`src/rtl/bdq_pkg.sv`:
```
`timescale 1ns / 1ps
// ----------------------------------------------------------------------------
// bdq_pkg
// shared types and codes of the bounded deque with search
// ----------------------------------------------------------------------------
package bdq_pkg;

	localparam int DEPTH_DEFAULT = 16;
	localparam int DATA_W        = 32;
	localparam int CMD_W         = 3;
	localparam int STATUS_W      = 2;
	localparam int FOUND_W       = 4;
	localparam int OCC_W         = 5;

	localparam logic [CMD_W-1:0] CMD_PUSH_FRONT = 3'd0;
	localparam logic [CMD_W-1:0] CMD_PUSH_BACK  = 3'd1;
	localparam logic [CMD_W-1:0] CMD_POP_FRONT  = 3'd2;
	localparam logic [CMD_W-1:0] CMD_POP_BACK   = 3'd3;
	localparam logic [CMD_W-1:0] CMD_SEARCH     = 3'd4;

	localparam logic [STATUS_W-1:0] ST_OK        = 2'd0;
	localparam logic [STATUS_W-1:0] ST_EMPTY     = 2'd1;
	localparam logic [STATUS_W-1:0] ST_FULL      = 2'd2;
	localparam logic [STATUS_W-1:0] ST_NOT_FOUND = 2'd3;

	typedef logic signed [DATA_W-1:0] data_t;

	typedef enum logic [1:0] {
		SH_HOLD,
		SH_LEFT,
		SH_RIGHT
	} shift_t;

endpackage

```
`src/rtl/bounded_deque_with_search.sv`:
```
`timescale 1ns / 1ps
// ----------------------------------------------------------------------------
// bounded_deque_with_search
// bounded double-ended queue of signed words with search from the front
// ----------------------------------------------------------------------------
// entries live in a chain of DEPTH cells with the front in cell 0. push front
// and pop front shift the whole chain by one and finish without a rotation, as
// do a push onto a full queue, a pop from an empty queue, a search of an empty
// queue and unused command codes. push back, pop back and search rotate the
// chain once around through cell 0; the block works on one request at a time.
// no clearing pass after reset.
module bounded_deque_with_search #(
	parameter int DEPTH = bdq_pkg::DEPTH_DEFAULT
) (
	input  logic                               clk,
	input  logic                               arst_n,
	input  logic                               in_valid,
	output logic                               in_ready,
	input  logic        [bdq_pkg::CMD_W-1:0]   command,
	input  logic signed [bdq_pkg::DATA_W-1:0]  value,
	output logic                               out_valid,
	input  logic                               out_ready,
	output logic        [bdq_pkg::STATUS_W-1:0] status,
	output logic signed [bdq_pkg::DATA_W-1:0]  result_value,
	output logic        [bdq_pkg::FOUND_W-1:0] found_index,
	output logic        [bdq_pkg::OCC_W-1:0]   occupancy
);

	localparam int IDXW = $clog2(DEPTH);
	localparam int CNTW = $clog2(DEPTH + 1);

	localparam logic S_IDLE = 1'b0;
	localparam logic S_SCAN = 1'b1;

	logic                          state_q;
	logic [CNTW-1:0]               count_q;
	logic [IDXW-1:0]               step_q;
	logic [bdq_pkg::CMD_W-1:0]     cmd_q;
	bdq_pkg::data_t                key_q;
	logic                          hit_q;
	logic [IDXW-1:0]               idx_q;
	bdq_pkg::data_t                rval_q;

	logic                          out_valid_q;
	logic [bdq_pkg::STATUS_W-1:0]  status_q;
	bdq_pkg::data_t                result_q;
	logic [IDXW-1:0]               found_q;
	logic [CNTW-1:0]               occ_q;

	bdq_pkg::shift_t               shift;
	bdq_pkg::data_t                head;
	bdq_pkg::data_t                tail_in;

	logic                          accept;
	logic                          is_full;
	logic                          is_empty;
	logic                          needs_scan;
	logic                          last_step;
	logic [CNTW-1:0]               step_ext;
	logic                          match_now;
	logic                          back_now;
	logic                          load_out;
	logic [bdq_pkg::STATUS_W-1:0]  res_status;
	bdq_pkg::data_t                res_value;
	logic [IDXW-1:0]               res_index;
	logic [CNTW-1:0]               res_count;

	assign in_ready  = (state_q == S_IDLE) && (!out_valid_q || out_ready);
	assign accept    = in_valid && in_ready;
	assign is_full   = count_q == CNTW'(DEPTH);
	assign is_empty  = count_q == '0;
	assign last_step = step_q == IDXW'(DEPTH - 1);
	assign step_ext  = CNTW'(step_q);
	assign match_now = !hit_q && (step_ext < count_q) && (head == key_q);
	assign back_now  = step_ext == (count_q - CNTW'(1));

	assign needs_scan = ((command == bdq_pkg::CMD_PUSH_BACK) && !is_full)
		|| ((command == bdq_pkg::CMD_POP_BACK) && !is_empty)
		|| ((command == bdq_pkg::CMD_SEARCH) && !is_empty);

	assign tail_in = ((state_q == S_SCAN) && (cmd_q == bdq_pkg::CMD_PUSH_BACK)
		&& (step_ext == count_q)) ? key_q : head;

	always_comb begin
		shift = bdq_pkg::SH_HOLD;
		if (state_q == S_SCAN) begin
			shift = bdq_pkg::SH_LEFT;
		end else if (accept && !needs_scan) begin
			if ((command == bdq_pkg::CMD_PUSH_FRONT) && !is_full) begin
				shift = bdq_pkg::SH_RIGHT;
			end else if ((command == bdq_pkg::CMD_POP_FRONT) && !is_empty) begin
				shift = bdq_pkg::SH_LEFT;
			end
		end
	end

	// result of a request that needs no rotation, or of a rotation on its last step
	always_comb begin
		load_out   = 1'b0;
		res_status = bdq_pkg::ST_OK;
		res_value  = '0;
		res_index  = '0;
		res_count  = count_q;
		if (state_q == S_SCAN) begin
			load_out = last_step;
			unique case (cmd_q)
				bdq_pkg::CMD_PUSH_BACK: begin
					res_value = key_q;
					res_count = count_q + CNTW'(1);
				end
				bdq_pkg::CMD_POP_BACK: begin
					res_value = back_now ? head : rval_q;
					res_count = count_q - CNTW'(1);
				end
				default: begin
					res_value = key_q;
					if (hit_q) begin
						res_index = idx_q;
					end else if (match_now) begin
						res_index = step_q;
					end else begin
						res_status = bdq_pkg::ST_NOT_FOUND;
					end
				end
			endcase
		end else if (accept && !needs_scan) begin
			load_out = 1'b1;
			unique case (command)
				bdq_pkg::CMD_PUSH_FRONT, bdq_pkg::CMD_PUSH_BACK: begin
					res_value = value;
					if (is_full) begin
						res_status = bdq_pkg::ST_FULL;
					end else begin
						res_count = count_q + CNTW'(1);
					end
				end
				bdq_pkg::CMD_POP_FRONT: begin
					if (is_empty) begin
						res_status = bdq_pkg::ST_EMPTY;
					end else begin
						res_value = head;
						res_count = count_q - CNTW'(1);
					end
				end
				bdq_pkg::CMD_POP_BACK: begin
					res_status = bdq_pkg::ST_EMPTY;
				end
				bdq_pkg::CMD_SEARCH: begin
					res_value  = value;
					res_status = bdq_pkg::ST_NOT_FOUND;
				end
				default: begin
					res_value = '0;
				end
			endcase
		end
	end

	always_ff @(posedge clk or negedge arst_n) begin
		if (!arst_n) begin
			state_q     <= S_IDLE;
			count_q     <= '0;
			step_q      <= '0;
			hit_q       <= 1'b0;
			out_valid_q <= 1'b0;
		end else begin
			if (load_out) begin
				out_valid_q <= 1'b1;
				count_q     <= res_count;
			end else if (out_ready) begin
				out_valid_q <= 1'b0;
			end
			unique case (state_q)
				S_IDLE: begin
					if (accept && needs_scan) begin
						state_q <= S_SCAN;
						step_q  <= '0;
						hit_q   <= 1'b0;
					end
				end
				default: begin
					step_q <= step_q + IDXW'(1);
					if (match_now && (cmd_q == bdq_pkg::CMD_SEARCH)) begin
						hit_q <= 1'b1;
					end
					if (last_step) begin
						state_q <= S_IDLE;
					end
				end
			endcase
		end
	end

	// request payload and scan capture
	always_ff @(posedge clk) begin
		if (accept) begin
			cmd_q <= command;
			key_q <= value;
		end
		if (state_q == S_SCAN) begin
			if (match_now && (cmd_q == bdq_pkg::CMD_SEARCH)) begin
				idx_q <= step_q;
			end
			if (back_now) begin
				rval_q <= head;
			end
		end
		if (load_out) begin
			status_q <= res_status;
			result_q <= res_value;
			found_q  <= res_index;
			occ_q    <= res_count;
		end
	end

	bdq_chain #(
		.DEPTH (DEPTH)
	) u_chain (
		.clk     (clk),
		.shift   (shift),
		.head_in (value),
		.tail_in (tail_in),
		.head    (head)
	);

	assign out_valid    = out_valid_q;
	assign status       = status_q;
	assign result_value = result_q;
	assign found_index  = bdq_pkg::FOUND_W'(found_q);
	assign occupancy    = bdq_pkg::OCC_W'(occ_q);

endmodule

```
`src/rtl/bdq_cell.sv`:
```
`timescale 1ns / 1ps
// ----------------------------------------------------------------------------
// bdq_cell
// one storage cell of the chain, loads from either neighbor or holds
// ----------------------------------------------------------------------------
module bdq_cell (
	input  logic            clk,
	input  bdq_pkg::shift_t shift,
	input  bdq_pkg::data_t  from_left,
	input  bdq_pkg::data_t  from_right,
	output bdq_pkg::data_t  data
);

	bdq_pkg::data_t data_q;

	always_ff @(posedge clk) begin
		unique case (shift)
			bdq_pkg::SH_LEFT: begin
				data_q <= from_right;
			end
			bdq_pkg::SH_RIGHT: begin
				data_q <= from_left;
			end
			default: begin
				data_q <= data_q;
			end
		endcase
	end

	assign data = data_q;

endmodule

```
`src/rtl/bdq_chain.sv`:
```
`timescale 1ns / 1ps
// ----------------------------------------------------------------------------
// bdq_chain
// row of cells; cell 0 holds the front, shifts left or right as one
// ----------------------------------------------------------------------------
module bdq_chain #(
	parameter int DEPTH = bdq_pkg::DEPTH_DEFAULT
) (
	input  logic            clk,
	input  bdq_pkg::shift_t shift,
	input  bdq_pkg::data_t  head_in,
	input  bdq_pkg::data_t  tail_in,
	output bdq_pkg::data_t  head
);

	bdq_pkg::data_t cell_data [DEPTH];

	for (genvar i = 0; i < DEPTH; i++) begin : g_cell
		bdq_pkg::data_t left_nb;
		bdq_pkg::data_t right_nb;

		if (i == 0) begin : g_first
			assign left_nb = head_in;
		end else begin : g_mid_l
			assign left_nb = cell_data[i-1];
		end

		if (i == DEPTH - 1) begin : g_last
			assign right_nb = tail_in;
		end else begin : g_mid_r
			assign right_nb = cell_data[i+1];
		end

		bdq_cell u_cell (
			.clk        (clk),
			.shift      (shift),
			.from_left  (left_nb),
			.from_right (right_nb),
			.data       (cell_data[i])
		);
	end

	assign head = cell_data[0];

endmodule
```
`config.mk`:
```
export PLATFORM = sky130hd
export DESIGN_NAME = bounded_deque_with_search
export DESIGN_NICKNAME = d
export VERILOG_FILES = /design/src/rtl/bdq_pkg.sv /design/src/rtl/bounded_deque_with_search.sv /design/src/rtl/bdq_cell.sv /design/src/rtl/bdq_chain.sv
export SDC_FILE = /design/constraint.sdc
export NUM_CORES = 1
export LEC_CHECK = 0
export ABC_AREA = 1
export BUFFER_PORTS_ARGS = -buffer_cell sky130_fd_sc_hd__clkbuf_2
export CAP_MARGIN = 40
export CORE_ASPECT_RATIO = 0.6
export CORE_MARGIN = 1.5
export CORE_UTILIZATION = 35
export CTS_CLUSTER_DIAMETER = 30
export CTS_CLUSTER_SIZE = 25
export DETAILED_ROUTE_END_ITERATION = 6
export PLACE_DENSITY = 0.55
export REMOVE_ABC_BUFFERS = 1
export SYNTH_ARGS = -nofsm -noshare
export SYNTH_HDL_FRONTEND = slang
export SYNTH_SLANG_ARGS = --single-unit
```
`constraint.sdc`:
```
create_clock -name clk -period 43 [get_ports clk]
set_input_delay 6.45 -clock clk [delete_from_list [all_inputs] [get_ports clk]]
set_output_delay 6.45 -clock clk [all_outputs]
set_load 0.02 [all_outputs]
```
==> impl_metrics.prom, run 1 <==
# TYPE chip_impl_metric gauge
chip_impl_info{name="crit_path_start",value="out_ready"} 1
chip_impl_metric{name="postSynth.asyncResetShare",unit="%"} 1.88
chip_impl_metric{name="drt-pass1-iter-count",unit=""} 5
chip_impl_info{name="synth_largest_area_cell",value="sky130_fd_sc_hd__edfxtp_1"} 1
chip_impl_metric{name="synth_top_cell_area_share",unit="%"} 65.5
chip_impl_metric{name="fmax",unit="GHz"} 0.0746
chip_impl_metric{name="post-cts-setup-buffer-count",unit=""} 0
chip_impl_metric{name="delay_of_the_slowest_critical_path_stage",unit="ns"} 0.21
chip_impl_metric{name="fin_area",unit="µm²"} 34000
chip_impl_metric{name="gp_congestion",unit=""} 0.817
chip_impl_metric{name="postCtsResizedCells",unit=""} 0
chip_impl_info{name="run_status",value="complete, no violations"} 1
chip_impl_metric{name="tightestPinTransition",unit="ns"} 0.996
chip_impl_metric{name="ctsHtreeMaxLevel",unit=""} 3
chip_impl_metric{name="postSynthCellCount",unit=""} 2960
chip_impl_metric{name="setup.reg_to_reg.worst_slack",unit="ns"} 37.90
chip_impl_metric{name="finalClockSkew",unit="ns"} 0.0270
chip_impl_metric{name="synth_area",unit="µm²"} 28700
chip_impl_metric{name="clock_path_buffers",unit=""} 3
chip_impl_metric{name="min_period",unit="ns"} 13.41
chip_impl_metric{name="min_delay_path_depth",unit=""} 2
chip_impl_info{name="setup_repair_after_global_routing_missed_its_margin",value="false"} 1
chip_impl_metric{name="peakVddDrop",unit="mV"} 0.0691
chip_impl_metric{name="detail_route.wl_per_cell",unit="µm"} 16.3
chip_impl_metric{name="power_per_cell_area",unit="nW/µm²"} 81.7
chip_impl_metric{name="static-leakage-power",unit="nW"} 14.7
chip_impl_metric{name="clk-insertion-delay-late",unit="ns"} 0.67
chip_impl_metric{name="ant_nets",unit=""} 0
chip_impl_metric{name="fp.dieH",unit="µm"} 225
chip_impl_metric{name="drt_first_iter_violations",unit=""} 2079
chip_impl_metric{name="finalHoldViolCount",unit=""} 0
chip_impl_info{name="hold_class",value="flop to flop"} 1
chip_impl_metric{name="syn_area_per_cell",unit="µm²"} 9.70
chip_impl_info{name="synth.top_cells.by_area",value="sky130_fd_sc_hd__edfxtp_1 65%, sky130_fd_sc_hd__nand2_1 20%, sky130_fd_sc_hd__o21ai_0 2.4%, sky130_fd_sc_hd__inv_1 1.9%, sky130_fd_sc_hd__nand3_1 1.6%"} 1
chip_impl_metric{name="global_route.usage.total",unit="%"} 16.4
chip_impl_metric{name="dr_wl_met3",unit="µm"} 4960
chip_impl_metric{name="finalPower",unit="mW"} 2.77
chip_impl_info{name="slowest_cell_on_the_critical_path",value="sky130_fd_sc_hd__nor2_1"} 1
chip_impl_info{name="highest_metal_used",value="met5"} 1
chip_impl_metric{name="dr_total_vias",unit=""} 20000
chip_impl_info{name="regToRegEndpoint",value="u_chain.g_cell[15].u_cell.data[6]$_DFFE_PP_"} 1
chip_impl_metric{name="vias_in_the_first_global_route",unit=""} 18300
chip_impl_metric{name="global_route_wire_length_before_repair",unit="µm"} 107000
chip_impl_metric{name="route.detailed.vias_per_inst",unit=""} 4.74
chip_impl_metric{name="post-place-cells",unit=""} 4001
chip_impl_metric{name="crit_required",unit="ns"} 36.55
chip_impl_metric{name="numCtsBuffers",unit=""} 109
chip_impl_info{name="critical_path_cell_sequence",value="clkbuf_2 -> nor2_1 -> nor2_1 -> clkbuf_2"} 1
chip_impl_metric{name="timing.max_slew.rel_slack",unit="%"} 33.6
chip_impl_metric{name="yosysWarnings",unit=""} 0
chip_impl_metric{name="wirelength",unit="µm"} 68700
chip_impl_metric{name="die_area",unit="µm²"} 83800
chip_impl_metric{name="crit_arrival",unit="ns"} 6.96
chip_impl_metric{name="die_width",unit="µm"} 373
chip_impl_metric{name="wl_met2",unit="µm"} 27100
chip_impl_metric{name="dp_hpwl",unit="µm"} 39900
chip_impl_metric{name="synth_edf_count",unit=""} 626
chip_impl_metric{name="drcViolationCount",unit=""} 0
chip_impl_metric{name="layout-drive-gt1-share",unit="%"} 9.91
chip_impl_metric{name="finalHoldWorstSlack",unit="ns"} 0.502
chip_impl_metric{name="initial_standard_cell_utilization_of_the_core",unit="%"} 35.3
chip_impl_metric{name="maxSlewViolCount",unit=""} 0
chip_impl_info{name="timing.critical_path.from_type",value="primary input"} 1
chip_impl_metric{name="seq_area_frac_synth",unit="%"} 66.5
chip_impl_info{name="tritoncts_clock_tree",value="built"} 1
chip_impl_info{name="yosysMostFrequentCell",value="sky130_fd_sc_hd__nand2_1"} 1
chip_impl_metric{name="final_setup_vio_count",unit=""} 0
chip_impl_metric{name="ys_seq_elements",unit=""} 638
chip_impl_info{name="ys_dominant_reg_cell",value="sky130_fd_sc_hd__edfxtp_1"} 1
chip_impl_metric{name="worst_setup_hold_path_clk_slew",unit="ns"} 0.05
chip_impl_info{name="min_from",value="u_chain.g_cell[15].u_cell.data[10]$_DFFE_PP_"} 1
chip_impl_info{name="netlist_top_cells_count",value="1,567 x sky130_fd_sc_hd__nand2_1, 626 x sky130_fd_sc_hd__edfxtp_1, 149 x sky130_fd_sc_hd__inv_1, 136 x sky130_fd_sc_hd__o21ai_0, 118 x sky130_fd_sc_hd__clkbuf_1"} 1
chip_impl_info{name="regToRegStartpoint",value="state_q$_DFF_PN0_"} 1
chip_impl_metric{name="flow.area_growth_from_synthesis",unit="%"} 18.3
chip_impl_metric{name="io_pins",unit=""} 84
chip_impl_metric{name="routedLengthMet1",unit="µm"} 35400
chip_impl_metric{name="critPathMaxFanout",unit=""} 2
chip_impl_metric{name="layout_worst_path_cycle_share",unit="%"} 31.2
chip_impl_metric{name="timing.max_cap.violations",unit=""} 0
chip_impl_metric{name="grt_antenna_before_repair",unit=""} 4
chip_impl_metric{name="critPathBufInv",unit=""} 2
chip_impl_metric{name="setup-tns-final",unit="ns"} 0
chip_impl_metric{name="row_count",unit=""} 81
chip_impl_info{name="timing.critical_path.to_type",value="primary output"} 1
chip_impl_metric{name="cts-hold-fix-buffers",unit=""} 0
chip_impl_metric{name="tritoncts_num_sinks",unit=""} 638
chip_impl_metric{name="worstRegToRegCells",unit=""} 11
chip_impl_metric{name="io_buffers",unit=""} 83
chip_impl_metric{name="grt.overflow.total",unit=""} 0
chip_impl_metric{name="num-nets-final",unit=""} 3081
chip_impl_metric{name="layout.cells.non_filler",unit=""} 4207
chip_impl_info{name="crit_type",value="primary input to primary output"} 1
chip_impl_metric{name="placement.cell_area",unit="µm²"} 30300
chip_impl_metric{name="synthDistinctLibCells",unit=""} 36
chip_impl_metric{name="floorplan_core_area",unit="µm²"} 81400
chip_impl_info{name="holdPathEnd",value="u_chain.g_cell[14].u_cell.data[10]$_DFFE_PP_"} 1
chip_impl_info{name="timing.critical_path.max_delay_family",value="simple AND/OR/NAND/NOR gates"} 1
chip_impl_metric{name="maximum_number_of_pins_on_one_net_before_global_route_repair",unit=""} 208
chip_impl_info{name="cts_root_buf",value="sky130_fd_sc_hd__clkbuf_16"} 1
registers in the layout, summed over array words and instances, names as in the netlist:
name and cells:
status 2, cmd_q 3, key_q 32, found_index 4, rval_q 32, occupancy 5, count_q 5, result_value 32
u_chain.g_cell.u_cell.data 512, step_q 4, hit_q 1, state_q 1, out_valid 1, idx_q 4
through the flow:
stage	utilization, %	setup WS [ns]
2_1_floorplan	-	14.25
3_3_place_gp	37.0	29.53
3_5_place_dp	37.3	29.58
4_1_cts	41.7	29.58
5_1_grt	41.7	29.53
6_report	41.7	29.59
power by group:
group / internal (mW) / switching (mW) / total, mW / leakage, nW
clock network: 0.547 / 0.309 / 0.856 / 1.77
logic: 0.187 / 0.434 / 0.621 / 6.50
registers: 1.14 / 0.158 / 1.30 / 6.41
total: 1.87 / 0.902 / 2.77 / 14.7
per-layer routing:
metal	GRT usage [%]	vias to the layer above
met5	0	-
met4	4.26	2
met3	4.24	98
met2	21.7	518
met1	25.9	9345
li1	-	9987
cell usage in the layout, fill, tap and decap left out, drive strengths merged, types with 34 or more instances in the layout:
master / count
clkbuf: 209
clkinv: 49
edfxtp: 626
inv: 166
nand2: 1569
nand3: 95
nor2: 56
o211ai: 34
o21ai: 155
o22ai: 36
cell families (layout without fill, tap and decap cells):
logic type	Yosys count	in the layout	synth area share, %
buf+inv	307	474	4.23
flops	638	638	66.5
compound gates	261	261	5.04
fa+ha+maj	9	9	0.392
xor+xnor	12	12	0.418
simple gates	1733	1733	23.4
other cells	0	1	0
layout make-up:
type / instances / area (µm²)
well taps: 1079 / 1350
repair buffers: 113 / 851
diodes: 1 / 2.50
clock inverters: 79 / 806
inverters: 156 / 601
clock buffers: 126 / 2810
fillers: 7930 / 47400
multi-input cells: 2015 / 8440
flip-flops and latches: 638 / 19100
worst reg2reg max path, delay by kind of cell, from the launching register on:
kind / cells / cell delay, ns
buffers and inverters: 7 / 3.18
AND/OR/NAND/NOR: 2 / 0.51
flip-flops: 1 / 0.44
adder cells (fa/ha/maj): 1 / 0.40
AO/OA/AOI/OAI: 1 / 0.23
how the worst max path moves through the flow:
stage / end / slack, ns / cells after the start
4_1_cts: in_ready / 29.58 / 4
3_3_place_gp: in_ready / 29.53 / 4
6_report: in_ready / 29.59 / 4
5_1_grt: in_ready / 29.53 / 4
3_5_place_dp: in_ready / 29.58 / 4
2_1_floorplan: u_chain.g_cell[15].u_cell.data[0]$_DFFE_PP_ / 14.25 / 8
Power figures use the tool's default switching activity.
==> run 2: changes to the inputs <==
--- a/config.mk
+++ b/config.mk
@@ -5,7 +5,7 @@
 export SDC_FILE = /design/constraint.sdc
 export NUM_CORES = 1
 export LEC_CHECK = 0
-export ABC_AREA = 1
+export ABC_AREA = 0
 export BUFFER_PORTS_ARGS = -buffer_cell sky130_fd_sc_hd__clkbuf_2
 export CAP_MARGIN = 40
 export CORE_ASPECT_RATIO = 0.6
==> constraint.sdc (replaced) <==
create_clock -name clk -period 13.5 [get_ports clk]
set_input_delay 2.025 -clock clk [delete_from_list [all_inputs] [get_ports clk]]
set_output_delay 2.025 -clock clk [all_outputs]
set_load 0.02 [all_outputs]
==> run 2 against run 1 <==
Against the previous run:
- die area shrank 1.1%
- sequential power increased to 3.2 times the previous value
- clock skew shrank 0.0052 ns
- worst setup slack worse by 21 ns
- final cell count down 29%
- combinational power grew to 2.8 times the previous value
- hold slack gained 0.037 ns
- core utilization rose by 0.76 points
- largest power group unchanged
- highest routed layer is now met4
==> impl_metrics.prom, run 2 <==
# TYPE chip_impl_metric gauge
chip_impl_info{name="run_status",value="complete, no violations"} 1
chip_impl_metric{name="seq_area_frac_synth",unit="%"} 67.3
chip_impl_info{name="crit_type",value="primary input to flop"} 1
chip_impl_info{name="tritoncts_clock_tree",value="built"} 1
chip_impl_metric{name="largest_register_ffs",unit=""} 512
chip_impl_metric{name="route.detailed.vias_per_inst",unit=""} 5.14
chip_impl_metric{name="final_setup_vio_count",unit=""} 0
chip_impl_metric{name="finalClockSkew",unit="ns"} 0.0217
chip_impl_metric{name="postCtsResizedCells",unit=""} 0
chip_impl_metric{name="io_buffers",unit=""} 83
chip_impl_metric{name="floorplan_core_area",unit="µm²"} 79900
chip_impl_metric{name="dr_total_vias",unit=""} 15300
chip_impl_metric{name="timing.max_cap.violations",unit=""} 0
chip_impl_info{name="synth_largest_area_cell",value="sky130_fd_sc_hd__edfxtp_1"} 1
chip_impl_metric{name="finalHoldViolCount",unit=""} 0
chip_impl_metric{name="tritoncts_num_sinks",unit=""} 638
chip_impl_metric{name="postSynthCellCount",unit=""} 1694
chip_impl_metric{name="synth_top_cell_area_share",unit="%"} 66.2
chip_impl_metric{name="maximum_number_of_pins_on_one_net_before_global_route_repair",unit=""} 123
chip_impl_info{name="synth.top_cells.by_area",value="sky130_fd_sc_hd__edfxtp_1 66%, sky130_fd_sc_hd__mux2_2 20%, sky130_fd_sc_hd__xnor2_1 1.3%, sky130_fd_sc_hd__mux2i_1 1.3%, sky130_fd_sc_hd__a221o_1 1.1%"} 1
chip_impl_metric{name="numCtsBuffers",unit=""} 104
chip_impl_metric{name="finalPower",unit="mW"} 8.73
chip_impl_metric{name="synth_area",unit="µm²"} 28400
chip_impl_info{name="critical_path_cell_sequence",value="clkbuf_2 -> or3b_2 -> nor2_4 -> a21oi_1 -> ha_4 -> buf_4 -> buf_4 -> mux2_2"} 1
chip_impl_info{name="layout.cells.most_common_list",value="626 x sky130_fd_sc_hd__edfxtp_1, 513 x sky130_fd_sc_hd__mux2_2, 105 x sky130_fd_sc_hd__clkbuf_16"} 1
chip_impl_info{name="timing.critical_path.mode_cell",value="sky130_fd_sc_hd__buf_4"} 1
chip_impl_metric{name="wirelength",unit="µm"} 61800
chip_impl_metric{name="layout.cells.non_filler",unit=""} 2975
chip_impl_metric{name="vias_in_the_first_global_route",unit=""} 15100
chip_impl_metric{name="num-fill-cells",unit=""} 7138
chip_impl_metric{name="post-cts-setup-buffer-count",unit=""} 0
chip_impl_info{name="setup_repair_after_global_routing_missed_its_margin",value="false"} 1
chip_impl_metric{name="synthDistinctLibCells",unit=""} 65
chip_impl_metric{name="maxSlewViolCount",unit=""} 0
chip_impl_metric{name="power_per_cell_area",unit="nW/µm²"} 257
chip_impl_info{name="hold_class",value="flop to flop"} 1
chip_impl_metric{name="gp_congestion",unit=""} 0.787
chip_impl_metric{name="static-leakage-power",unit="nW"} 11.9
chip_impl_info{name="cts_root_buf",value="sky130_fd_sc_hd__clkbuf_16"} 1
chip_impl_info{name="timing.critical_path.to_type",value="flop"} 1
chip_impl_metric{name="layout-drive-gt1-share",unit="%"} 44.0
chip_impl_metric{name="row_count",unit=""} 80
chip_impl_metric{name="synth_edf_count",unit=""} 626
chip_impl_info{name="timing.critical_path.from_type",value="primary input"} 1
chip_impl_metric{name="syn_area_per_cell",unit="µm²"} 16.8
chip_impl_metric{name="initial_standard_cell_utilization_of_the_core",unit="%"} 35.5
chip_impl_metric{name="global_route_wire_length_before_repair",unit="µm"} 94500
chip_impl_metric{name="flow.area_growth_from_synthesis",unit="%"} 19.6
chip_impl_metric{name="tightestPinTransition",unit="ns"} 0.899
chip_impl_metric{name="num-nets-final",unit=""} 1865
chip_impl_metric{name="dp_hpwl",unit="µm"} 37600
chip_impl_metric{name="postLayoutCoreUtil",unit="%"} 42.5
chip_impl_metric{name="crit_arrival",unit="ns"} 5.73
chip_impl_metric{name="ctsHtreeMaxLevel",unit=""} 3
chip_impl_metric{name="critPathMaxFanout",unit=""} 75
chip_impl_metric{name="drt_first_iter_violations",unit=""} 1428
chip_impl_metric{name="drcViolationCount",unit=""} 0
chip_impl_metric{name="die_width",unit="µm"} 371
chip_impl_metric{name="finalHoldWorstSlack",unit="ns"} 0.539
chip_impl_metric{name="timing.max_slew.rel_slack",unit="%"} 39.4
chip_impl_metric{name="crit_required",unit="ns"} 13.89
chip_impl_metric{name="placement.cell_area",unit="µm²"} 30200
chip_impl_metric{name="postSynth.asyncResetShare",unit="%"} 1.88
chip_impl_metric{name="cts-hold-fix-buffers",unit=""} 0
chip_impl_metric{name="grt.overflow.total",unit=""} 0
chip_impl_metric{name="delay_of_the_slowest_critical_path_stage",unit="ns"} 0.81
chip_impl_metric{name="drt-pass1-iter-count",unit=""} 5
chip_impl_info{name="yosysMostFrequentCell",value="sky130_fd_sc_hd__edfxtp_1"} 1
chip_impl_metric{name="ant_nets",unit=""} 0
chip_impl_metric{name="global_route.usage.total",unit="%"} 14.9
chip_impl_info{name="slowest_cell_on_the_critical_path",value="sky130_fd_sc_hd__buf_4"} 1
chip_impl_metric{name="fin_area",unit="µm²"} 33900
chip_impl_metric{name="die_area",unit="µm²"} 82900
chip_impl_metric{name="io_pins",unit=""} 84
chip_impl_metric{name="peakVddDrop",unit="mV"} 0.130
chip_impl_metric{name="grt_antenna_before_repair",unit=""} 2
chip_impl_metric{name="ys_seq_elements",unit=""} 638
chip_impl_metric{name="fmax",unit="GHz"} 0.187
chip_impl_metric{name="post-place-cells",unit=""} 2777
chip_impl_metric{name="clk-insertion-delay-late",unit="ns"} 0.65
chip_impl_metric{name="fp.dieH",unit="µm"} 224
chip_impl_metric{name="clock_path_buffers",unit=""} 3
chip_impl_info{name="final_common_cell",value="sky130_fd_sc_hd__edfxtp_1"} 1
chip_impl_metric{name="min_period",unit="ns"} 5.34
chip_impl_info{name="netlist_top_cells_count",value="626 x sky130_fd_sc_hd__edfxtp_1, 513 x sky130_fd_sc_hd__mux2_2, 80 x sky130_fd_sc_hd__nand2_1, 78 x sky130_fd_sc_hd__clkbuf_1, 42 x sky130_fd_sc_hd__xnor2_1"} 1
chip_impl_info{name="ys_dominant_reg_cell",value="sky130_fd_sc_hd__edfxtp_1"} 1
chip_impl_metric{name="layout_worst_path_cycle_share",unit="%"} 39.6
chip_impl_metric{name="yosysWarnings",unit=""} 0
chip_impl_metric{name="worst_setup_hold_path_clk_slew",unit="ns"} 0.06
chip_impl_metric{name="detail_route.wl_per_cell",unit="µm"} 20.8
==> run 2: cell count changes after synthesis, sizes merged, moves of 40 or more <==
| cell | previous run | this run |
|---|---|---|
| o21ai | 155 | 41 |
| clkbuf | 118 | 78 |
| nand3 | 95 | 12 |
| nand2 | 1569 | 80 |
| inv | 155 | 10 |
| mux2 | 0 | 514 |
==> run 2: path summary, 6_finish.rpt <==
| path | depth (start not counted) | startpoint | endpoint | slack, ns |
|---|---|---|---|---|
| max | 8 | command[1] | u_chain.g_cell[6].u_cell.data[6]$_DFFE_PP_ | 8.16 |
| min | 1 | u_chain.g_cell[15].u_cell.data[17]$_DFFE_PP_ | u_chain.g_cell[14].u_cell.data[17]$_DFFE_PP_ | 0.54 |
| max reg2reg | 9 | count_q[0]$_DFFE_PN0P_ | u_chain.g_cell[6].u_cell.data[6]$_DFFE_PP_ | 8.30 |
| min reg2reg | 1 | u_chain.g_cell[15].u_cell.data[17]$_DFFE_PP_ | u_chain.g_cell[14].u_cell.data[17]$_DFFE_PP_ | 0.54 |
| max in group asynchronous | 1 | arst_n | state_q$_DFF_PN0_ | 11.91 |
| min in group asynchronous | 1 | arst_n | step_q[0]$_DFFE_PN0P_ | 1.29 |
==> run 2: critical path, delay by kind of cell <==
kind,cells,cell delay [ns]
compound gates,1,0.41
fa+ha+maj,1,0.75
buf+inv,3,1.66
mux,1,0.40
simple gates,2,0.37
==> run 2: metal layers <==
metal,global-route usage [%],part of all wire [%],vias to the layer above
met1,22.8,50,7843
met2,20.8,43,375
met4,4.50,1.8,0
met3,3.15,5.4,88
met5,0,0,-
li1,-,-,6993
==> run 2: per-stage QoR <==
stage | setup TNS, ns | setup WS (ns)
floorplan | -2813.64 | -3.88
global placement | 0 | 7.18
detailed placement | 0 | 7.53
CTS | 0 | 8.22
global route | 0 | 7.99
finish | 0 | 8.16
==> run 2: logic make-up after synthesis <==
family,count (synthesis),share of synthesized area [%]
adders and majority gates,9,0.397
AOI/OAI and AO/OA,178,4.63
buffers and inverters,111,1.68
DFF,638,67.3
muxes,550,21.7
and+or+nand+nor,164,2.97
xor gates and xnor gates,44,1.36
==> run 2: area by class of cell <==
cell class	instances	area [µm²]	area share [%]
antenna	1	2.50	0.00737
clock buffer	112	2650	7.82
clock inverter	85	1080	3.18
inverter	10	45.0	0.133
multi-input combinational	945	8870	26.1
sequential	638	19100	56.3
tap	1066	1330	3.93
timing repair buffer	118	862	2.54
==> run 2: power by group <==
group	switching (mW)	internal (mW)	total, mW
sequential	0.575	3.62	4.19
clock	0.995	1.81	2.80
combinational	0.888	0.845	1.73
==> run 3: changes to the inputs <==
--- a/config.mk
+++ b/config.mk
@@ -14,7 +14,7 @@
 export CTS_CLUSTER_DIAMETER = 30
 export CTS_CLUSTER_SIZE = 25
 export DETAILED_ROUTE_END_ITERATION = 6
-export PLACE_DENSITY = 0.55
+export PLACE_DENSITY = 0.57
 export REMOVE_ABC_BUFFERS = 1
 export SYNTH_ARGS = -nofsm -noshare
 export SYNTH_HDL_FRONTEND = slang
==> constraint.sdc (replaced) <==
create_clock -name clk -period 4.35 [get_ports clk]
set_input_delay 0.6525 -clock clk [delete_from_list [all_inputs] [get_ports clk]]
set_output_delay 0.6525 -clock clk [all_outputs]
set_load 0.02 [all_outputs]
==> run 3 against run 2 <==
Against the previous run:
- critical path depth up 1
- hold slack worse by 0.34 ns
- largest power group unchanged
- final cell count up 0.94%
- flip-flop and latch count unchanged
- highest routed layer is now met5
- largest cell class unchanged
- first-iteration DRC count down 16%
==> impl_metrics.prom, run 3 (same netlist as run 2, synthesis figures left out) <==
# TYPE chip_impl_metric gauge
chip_impl_info{name="timing.critical_path.from_type",value="flop"} 1
chip_impl_metric{name="die_width",unit="µm"} 371
chip_impl_metric{name="dr_total_vias",unit=""} 15400
chip_impl_metric{name="grt_antenna_before_repair",unit=""} 8
chip_impl_metric{name="fp.dieH",unit="µm"} 224
chip_impl_metric{name="finalHoldViolCount",unit=""} 0
chip_impl_metric{name="timing.max_cap.violations",unit=""} 0
chip_impl_metric{name="flow.area_growth_from_synthesis",unit="%"} 21.5
chip_impl_info{name="timing.critical_path.mode_cell",value="sky130_fd_sc_hd__buf_12"} 1
chip_impl_info{name="holdPathEnd",value="key_q[28]$_DFFE_PP_"} 1
chip_impl_metric{name="global_route.usage.total",unit="%"} 14.9
chip_impl_info{name="timing.critical_path.max_delay_family",value="adder cells"} 1
chip_impl_info{name="critical_path_cell_sequence",value="inv_1 -> ha_1 -> nor4b_2 -> nor2_4 -> a21oi_1 -> ha_4 -> buf_12 -> buf_12 -> mux2_2"} 1
chip_impl_metric{name="crit_required",unit="ns"} 4.75
chip_impl_metric{name="timing.max_slew.rel_slack",unit="%"} 44.0
chip_impl_metric{name="wirelength",unit="µm"} 61400
chip_impl_metric{name="maximum_number_of_pins_on_one_net_before_global_route_repair",unit=""} 106
chip_impl_metric{name="vias_in_the_first_global_route",unit=""} 15800
chip_impl_metric{name="multi_input_gate_area_in_the_final_layout",unit="µm²"} 8870
chip_impl_metric{name="ctsHtreeMaxLevel",unit=""} 3
chip_impl_metric{name="grt.overflow.total",unit=""} 0
chip_impl_metric{name="global_route_wire_length_before_repair",unit="µm"} 95400
chip_impl_metric{name="initial_standard_cell_utilization_of_the_core",unit="%"} 35.5
chip_impl_metric{name="dp_hpwl",unit="µm"} 37900
chip_impl_info{name="min_from",value="value[28]"} 1
chip_impl_metric{name="power_per_cell_area",unit="nW/µm²"} 812
chip_impl_metric{name="maxSlewViolCount",unit=""} 0
chip_impl_metric{name="fmax",unit="GHz"} 0.280
chip_impl_metric{name="static-leakage-power",unit="nW"} 12.1
chip_impl_metric{name="num-fill-cells",unit=""} 6969
chip_impl_metric{name="clk-insertion-delay-late",unit="ns"} 0.67
chip_impl_metric{name="critPathBufInv",unit=""} 3
chip_impl_info{name="slowest_cell_on_the_critical_path",value="sky130_fd_sc_hd__nor4b_2"} 1
chip_impl_metric{name="largest_register_ffs",unit=""} 512
chip_impl_metric{name="layout_worst_path_cycle_share",unit="%"} 82.2
chip_impl_metric{name="grt_util_met1",unit="%"} 21.8
chip_impl_info{name="final_common_cell",value="sky130_fd_sc_hd__edfxtp_1"} 1
chip_impl_info{name="regToRegEndpoint",value="u_chain.g_cell[14].u_cell.data[2]$_DFFE_PP_"} 1
chip_impl_metric{name="ant_nets",unit=""} 0
chip_impl_metric{name="detail_route.wl_per_cell",unit="µm"} 20.5
chip_impl_info{name="hold_class",value="primary input to flop"} 1
chip_impl_info{name="cts_root_buf",value="sky130_fd_sc_hd__clkbuf_16"} 1
chip_impl_metric{name="worstRegToRegCells",unit=""} 9
chip_impl_metric{name="postLayoutSetupSlackWorst",unit="ns"} 0.776
chip_impl_metric{name="drcViolationCount",unit=""} 0
chip_impl_info{name="timing.critical_path.to_type",value="flop"} 1
chip_impl_metric{name="layout-drive-gt1-share",unit="%"} 44.3
chip_impl_metric{name="tightestPinTransition",unit="ns"} 0.839
chip_impl_metric{name="ff_latch_area",unit="µm²"} 19100
chip_impl_metric{name="io_pins",unit=""} 84
chip_impl_info{name="regToRegStartpoint",value="count_q[0]$_DFFE_PN0P_"} 1
chip_impl_metric{name="peakVddDrop",unit="mV"} 0.367
chip_impl_metric{name="min_delay_path_depth",unit=""} 1
chip_impl_metric{name="row_count",unit=""} 80
chip_impl_metric{name="final_setup_vio_count",unit=""} 0
chip_impl_info{name="crit_type",value="flop to flop"} 1
chip_impl_metric{name="finalClockSkew",unit="ns"} 0.0247
chip_impl_metric{name="delay_of_the_slowest_critical_path_stage",unit="ns"} 0.62
chip_impl_metric{name="min_period",unit="ns"} 3.57
chip_impl_metric{name="setup-tns-final",unit="ns"} 0
chip_impl_info{name="run_status",value="complete, no violations"} 1
chip_impl_info{name="gr-max-usage-layer",value="met1"} 1
chip_impl_metric{name="tritoncts_num_sinks",unit=""} 638
chip_impl_metric{name="drt_first_iter_violations",unit=""} 1200
chip_impl_metric{name="die_area",unit="µm²"} 82900
chip_impl_info{name="layout.cells.most_common_list",value="626 x sky130_fd_sc_hd__edfxtp_1, 513 x sky130_fd_sc_hd__mux2_2, 116 x sky130_fd_sc_hd__clkbuf_16"} 1
chip_impl_metric{name="crit_arrival",unit="ns"} 3.97
chip_impl_metric{name="worst_setup_hold_path_clk_slew",unit="ns"} 0.05
chip_impl_metric{name="grt.met2_usage",unit="%"} 21.1
chip_impl_metric{name="gp_congestion",unit=""} 0.838
chip_impl_metric{name="drt-pass1-iter-count",unit=""} 5
chip_impl_metric{name="clock_path_buffers",unit=""} 3
chip_impl_metric{name="critPathMaxFanout",unit=""} 66
chip_impl_metric{name="placement.setup.worst_slack",unit="ns"} 0.784
chip_impl_metric{name="io_buffers",unit=""} 83
chip_impl_info{name="setup_repair_after_global_routing_missed_its_margin",value="false"} 1
chip_impl_metric{name="grt_use_met3",unit="%"} 4.53
chip_impl_metric{name="numCtsBuffers",unit=""} 115
chip_impl_metric{name="setup.reg_to_reg.worst_slack",unit="ns"} 0.78
chip_impl_info{name="tritoncts_clock_tree",value="built"} 1
chip_impl_metric{name="floorplan_core_area",unit="µm²"} 79900
chip_impl_metric{name="finalPower",unit="mW"} 28.0
chip_impl_metric{name="num-nets-final",unit=""} 1882
chip_impl_metric{name="route.detailed.vias_per_inst",unit=""} 5.13
-- run 3: cell types whose count changed in the layout (fill, tap and decap cells not counted), moves of 2 or more --
cell                         before  now
sky130_fd_sc_hd__buf_16           8    0
sky130_fd_sc_hd__clkbuf_1         7   11
sky130_fd_sc_hd__clkinv_1         8   11
sky130_fd_sc_hd__buf_12           1   15
sky130_fd_sc_hd__clkbuf_16      105  116
sky130_fd_sc_hd__clkinv_2        16   13
sky130_fd_sc_hd__clkinvlp_4      14   16
sky130_fd_sc_hd__inv_6           12   10
sky130_fd_sc_hd__bufinv_16       19   25
-- run 3: per-stage QoR --
step | instances | utilization, % | hold WS [ns] | instance area, µm²
3_3_place_gp | 2782 | 37.9 | 0.527 | 30300
3_5_place_dp | 2782 | 37.9 | 0.534 | 30300
4_1_cts | 3001 | 43.2 | 0.152 | 34500
5_1_grt | 3001 | 43.2 | 0.163 | 34500
2_1_floorplan | 1593 | - | 0.357 | 27900
6_report | 3003 | 43.2 | 0.195 | 34500
-- run 3: worst max path at each step --
| stage | start | end | slack (ns) | depth (start not counted) |
|---|---|---|---|---|
| 2_1_floorplan | state_q$_DFF_PN0_ | u_chain.g_cell[0].u_cell.data[0]$_DFFE_PP_ | -12.56 | 6 |
| 3_3_place_gp | count_q[0]$_DFFE_PN0P_ | u_chain.g_cell[15].u_cell.data[5]$_DFFE_PP_ | 0.87 | 8 |
| 3_5_place_dp | count_q[0]$_DFFE_PN0P_ | u_chain.g_cell[15].u_cell.data[28]$_DFFE_PP_ | 0.78 | 8 |
| 4_1_cts | count_q[0]$_DFFE_PN0P_ | u_chain.g_cell[10].u_cell.data[19]$_DFFE_PP_ | 0.77 | 8 |
| 5_1_grt | count_q[0]$_DFFE_PN0P_ | u_chain.g_cell[9].u_cell.data[5]$_DFFE_PP_ | 0.51 | 8 |
| 6_report | count_q[0]$_DFFE_PN0P_ | u_chain.g_cell[14].u_cell.data[2]$_DFFE_PP_ | 0.78 | 9 |
-- run 3: area by class of cell --
class                   instances  share of cell area (%)
diodes                          2                  0.0145
clock buffers                 127                    8.54
clock inverters                91                    3.68
inverters                      10                   0.131
multi-input cells             945                    25.7
flip-flops and latches        638                    55.4
well taps                    1066                    3.87
repair buffers                124                    2.65
-- run 3: what timing repair did --
action / in CTS / in global routing
hold buffers: 1 / 0
hold endpoints to repair: 12 / 0
setup buffers: 0 / 0
gates resized for setup: 0 / 0
-- run 3: metal layers --
metal  share of wire, %  up-vias
met5              0.075        -
met4                2.2        8
met3                7.1      113
met2                 43      406
met1                 48     7826
li1                   -     7043
-- run 3: worst reg2reg max path, cell delays in order (launching register included) --
cell and delay (ns):
sky130_fd_sc_hd__dfrtp_1 0.47, sky130_fd_sc_hd__inv_1 0.14, sky130_fd_sc_hd__ha_1 0.36, sky130_fd_sc_hd__nor4b_2 0.62, sky130_fd_sc_hd__nor2_4 0.04, sky130_fd_sc_hd__a21oi_1 0.32
sky130_fd_sc_hd__ha_4 0.36, sky130_fd_sc_hd__buf_12 0.24, sky130_fd_sc_hd__buf_12 0.32, sky130_fd_sc_hd__mux2_2 0.44
-- run 3: report_power, final --
group          switching [mW]  internal (mW)
clock network            3.22           6.41
logic                    2.71           2.61
registers                1.81           11.2
total                    7.74           20.2
